### src/otu_pkg.sv
// Shared constants, codes and types of the order table unit.
// No dependencies; used by otu_ram, otu_core and order_table_unique_id_unit.
package otu_pkg;

   localparam int CAPACITY  = 64;
   localparam int QTY_BITS  = 32;
   localparam int ADDR_BITS = $clog2(CAPACITY);
   localparam int CNT_BITS  = $clog2(CAPACITY + 1);
   localparam int SUM_BITS  = 38;
   localparam int ID_BITS   = 32;
   localparam int POS_BITS  = 6;
   localparam int RSP_CNT_BITS = 7;
   localparam int CMP_BITS  = CNT_BITS + POS_BITS;

   typedef enum logic [1:0] {
      OP_ADD    = 2'd0,
      OP_DELETE = 2'd1,
      OP_CLEAR  = 2'd2,
      OP_READ   = 2'd3
   } op_type;

   typedef enum logic [2:0] {
      ST_OK        = 3'd0,
      ST_DUP       = 3'd1,
      ST_FULL      = 3'd2,
      ST_NOT_FOUND = 3'd3,
      ST_EMPTY     = 3'd4
   } status_type;

   typedef struct packed {
      logic [ID_BITS-1:0]  id;
      logic [QTY_BITS-1:0] qty;
      logic                closed;
   } entry_type;

   typedef struct packed {
      logic                 wr_en;
      logic [ADDR_BITS-1:0] wr_addr;
      entry_type            wr_data;
      logic [ADDR_BITS-1:0] rd_addr;
   } mem_req_type;

   typedef struct packed {
      status_type              status;
      logic [CNT_BITS-1:0]     count;
      logic [SUM_BITS-1:0]     volume;
      logic [SUM_BITS-1:0]     outstanding;
      logic [ID_BITS-1:0]      read_id;
      logic [QTY_BITS-1:0]     read_qty;
   } result_type;

endpackage

### src/otu_ram.sv
// Entry memory of the order table: one write port, one registered read port.
// Depends on otu_pkg.
module otu_ram (
   input  logic                clock,
   input  otu_pkg::mem_req_type mem_req,
   output otu_pkg::entry_type  rd_data
);
   import otu_pkg::*;

   entry_type mem [CAPACITY];
   entry_type rd_data_ff;

   always_ff @(posedge clock) begin
      if (mem_req.wr_en) begin
         mem[mem_req.wr_addr] <= mem_req.wr_data;
      end
      rd_data_ff <= mem[mem_req.rd_addr];
   end

   assign rd_data = rd_data_ff;

endmodule

### config.mk
export PLATFORM = sky130hd
export DESIGN_NAME = otu_ram
export DESIGN_NICKNAME = d
export VERILOG_FILES = /design/src/otu_pkg.sv /design/src/otu_ram.sv
export SDC_FILE = /design/constraint.sdc
export NUM_CORES = 2
export LEC_CHECK = 0
export BUFFER_PORTS_ARGS = -buffer_cell sky130_fd_sc_hd__buf_2
export CAP_MARGIN = 10
export CORE_MARGIN = 5
export CORE_UTILIZATION = 48
export CTS_CLUSTER_DIAMETER = 30
export CTS_CLUSTER_SIZE = 12
export DETAILED_ROUTE_END_ITERATION = 10
export MAX_ROUTING_LAYER = met4
export PLACE_DENSITY = 0.71
export SYNTH_ARGS = -nofsm -noshare
export SYNTH_HDL_FRONTEND = slang
export SYNTH_MEMORY_MAX_BITS = 65536
export SYNTH_SLANG_ARGS = --single-unit
### constraint.sdc
create_clock -name clock -period 8.2 [get_ports clock]
set_clock_uncertainty 0.15 [all_clocks]
set_input_delay 0.82 -clock clock [delete_from_list [all_inputs] [get_ports clock]]
set_output_delay 0.82 -clock clock [all_outputs]
set_load 0.01 [all_outputs]
* Yosys cells after proc, flatten, opt, wreduce, memory -nomap -nowiden *
Memories as Yosys holds them, arrays and structs flattened. A register that Yosys moved wholly into a read port is not among the register bits.
Cells that the tools add are included.

word-level totals
  latch bits = 0
  flip-flop bits (word level) = 0
  memories = 1
  input port bits = 79
  bits in writable memories = 4160
  ROM bits = 0
  output and inout port bits = 65
  logic and storage cells = 3

cells by class
  div/mod/pow operators = 0
  muxes and demuxes = 2
  equality and inequality tests = 0
  $add $sub $neg = 0
  bitwise operators = 0
  multiply operators = 0
  reduce and logical (&&, ||, !) cells = 0
  shift-type cells = 0
  magnitude comparators = 0

memories
  name  depth  bits a word  rd ports  clocked after memory_dff  write ports  line           text
  mem   64     65           1         1                         1            otu_ram.sv:10  entry_type mem [CAPACITY];

operator list
  cell    number
  $mux 1  2

* Longest topological paths before layout *
  depth in word-level cells = 2
  depth in mapped cells = 9
  gate-level depth less buffers = 4

* Worst setup path before layout *
Ideal clock, no wire load.

  kind = input-to-reg
  start = in mem_req[74] (netlist bit)
  end = mem mem[48][0] (netlist bit) (enable)
  slack = 1.724 ns
  setup time = 0.568 ns
  data required time = 7.482 ns
  cell stages on the path = 4
  arrival = 5.759 ns
  path buffers = 1
  cells stage by stage = clkbuf_1 nor2b_1 nand4b_1 nor3_1

RTL lines
  what         line           text
  from (decl)  otu_ram.sv:5   input otu_pkg::mem_req_type mem_req,
  to (decl)    otu_ram.sv:10

No word-level cell before the write port.

==> flow_metrics.tcl <==
set metrics [dict create \
    r2r_cells 4 \
    ant_nets 1 \
    totalWireLength_um 461000 \
    core_area_um2 328000 \
    first_pass_iters 6 \
    synth_area_um2 158000 \
    cp_max_fo 95 \
    switching_power_uw 12000 \
    grt_use_total_pct 27.7 \
    syn_nets 6685 \
    drive_gt1_share_pct 32.5 \
    numCtsBuffers 655 \
    p_int_uw 42700 \
    nets 7290 \
    share_comb_of_total_power_pct 3.7 \
    hold_buffers 0 \
    slowest_stage "and2_4" \
    drv_cap 0 \
    async_flop_share_pct 0 \
    yosys_warnings 0 \
    slowest_delay_ps 740 \
    clk_pin_slew_ps 60 \
    cts.sinks 4225 \
    root_buffer "clkbuf_16" \
    cp.required_ps 9010 \
    outcome "finished, violations left" \
    worst-path-stages 8 \
    insertion_delay_ps 1060 \
    grt_util_met3_pct 6.90 \
    start_util_pct 48.3 \
    row_count 210 \
    rsz0062_at_grt "no" \
    post_cts_buffers 0 \
    start_kind "input pin" \
    power.share.clock_pct 52.3 \
    fin_crit_sh_pct 47.2 \
    syn_inst 6606 \
    setup_viol 0 \
    critPathArrivalTime_ps 4680 \
    num_io_pins 144 \
    grt-busiest-layer "met2" \
    swShare_pct 22.0 \
    tns_ps 0 \
    area_growth_pct 19.0 \
    final_cell_area_um2 188000 \
    max_slew_margin_pct 13.2 \
    drt_iter0_markers 12300 \
    yosysSeqAreaShare_pct 79.7 \
    drt-vias-per-instance 6.67 \
    layout_setup_ws_ps 4330 \
    clock_path_buffers 4 \
    grt_util_met1_pct 35.8 \
    pre_cts_ws_ps 3440 \
    antenna_found_initial 48 \
    gp_congestion 0.795 \
    place_area_um2 165000 \
    fmax_mhz 259 \
    grt_pass1_wl_um 644000 \
    critPathKind "in -> reg" \
    hold_path_class "in -> reg" \
    finalCriticalPeriod_ps 3870 \
    drc 0 \
    hold_path_depth 3 \
    worst_pin_slew_ps 1300 \
    hold_viol 0 \
    met2_usage_pct 42.0 \
    power_frac_seq_pct 44.0 \
    p_total_uw 54700 \
    overflow 0 \
    worstSetupEndpointType "flip-flop" \
    layout_commonest_cell "edfxtp_1" \
    ir_drop_uv 236 \
    layout_common_cells "4,160 x edfxtp_1, 1,040 x mux4_2, 656 x clkbuf_16" \
    die_h_um 584 \
    holdWs_ps 297 \
    die_area_um2 341000 \
    synth_ff_type "edfxtp_1" \
    num_vias 81000 \
    wire_per_inst_um 37.9 \
    synth_edf_count 4160 \
    place_hpwl_um 226000 \
    path_common_cell "buf_12" \
    p_leak_uw 0.0597 \
    failed_checks "antenna rules" \
    power_density_nw_per_um2 291 \
    grt_max_degree 125 \
    path_cells "buf_8 -> buf_12 -> buf_4 -> and2_4 -> buf_12 -> a22oi_1 -> nand3_1 -> o211a_1" \
    die_width_um 584 \
    finalMaxSlewViolations 0 \
    port_buffers 143 \
    avgSynthCellArea_um2 24.0 \
    ctsResizeCount 0 \
    synth.ff_latch_count 4225 \
    grt_pass1_vias 82000 \
    cp_num_buf_inv 4 \
    tritoncts "yes" \
    htree_levels 6 \
    critical_path.top_delay_family "buffers and inverters" \
    synthDistinctLibCells 27 \
]
-- power by group through the flow --
| stage | clock (µW) | sequential, µW | combinational (µW) |
|---|---|---|---|
| global route | 30000 | 24100 | 2140 |
| detailed placement | 0 | 24500 | 2010 |
| CTS | 28800 | 24100 | 2030 |
| global placement | 0 | 24500 | 1960 |
| floorplan | 0 | 24400 | 1100 |
| finish | 28600 | 24100 | 2040 |
-- layer usage --
metal / wire length [µm] / vias to the layer above
met5: 0 / -
met4: 24200 / 0
met3: 60500 / 1282
met2: 219000 / 6738
met1: 157000 / 42800
li1: - / 30200
-- worst min-delay path, cell delays in order --
cell and delay [ps]:
buf_2 190, nor3_2 80, buf_4 210
-- cell families after synthesis --
group           share of synthesized area (%)
mux                                      15.4
simple gates                            0.911
flops                                    79.7
buf+inv                                  1.20
compound gates                           2.72
-- final timing paths --
kind         slack (ps)                   from               endpoint
max                4330             mem_req[2]    rd_data[10]$_DFF_P_
min                 300            mem_req[72]  mem[48][24]$_DFFE_PP_
max reg2reg        5970   mem[31][4]$_DFFE_PP_     rd_data[4]$_DFF_P_
min reg2reg         650  mem[60][56]$_DFFE_PP_    rd_data[56]$_DFF_P_
-- cell usage after synthesis, types with 18 or more instances --
master,n,area (µm²)
edfxtp_1,4160,125000
mux4_2,1040,23400
a22oi_1,260,1950
buf_2,186,931
o22ai_1,130,813
clkbuf_1,120,450
nand3_1,115,576
nor2_1,112,420
mux2i_1,103,1030
a211oi_1,65,488
dfxtp_1,65,1300
o211a_1,65,651
o221ai_1,46,403
buf_4,37,278
nand3b_1,25,188
buf_1,18,67.6
-- per-stage QoR --
stage               std cells  util [%]
finish                  12100      57.4
global route            12100      57.4
CTS                     12100      57.4
detailed placement      10900      50.3
global placement        10900      50.3
floorplan                6606         -
-- final cells by class --
type,instances,area (µm²)
Clock inverter,476,6490
Timing Repair Buffer,325,2570
Multi-Input combinational cell,2004,30800
Fill cell,22400,140000
Clock buffer,741,16800
Tap cell,4346,5440
Antenna cell,28,70.1
Sequential cell,4225,126000
-- sequential cells by signal, indices dropped and copies added, names as in the netlist --
| register | cells |
|---|---|
| mem | 4160 |
| rd_data | 65 |
(Power assumes the default switching activity.)
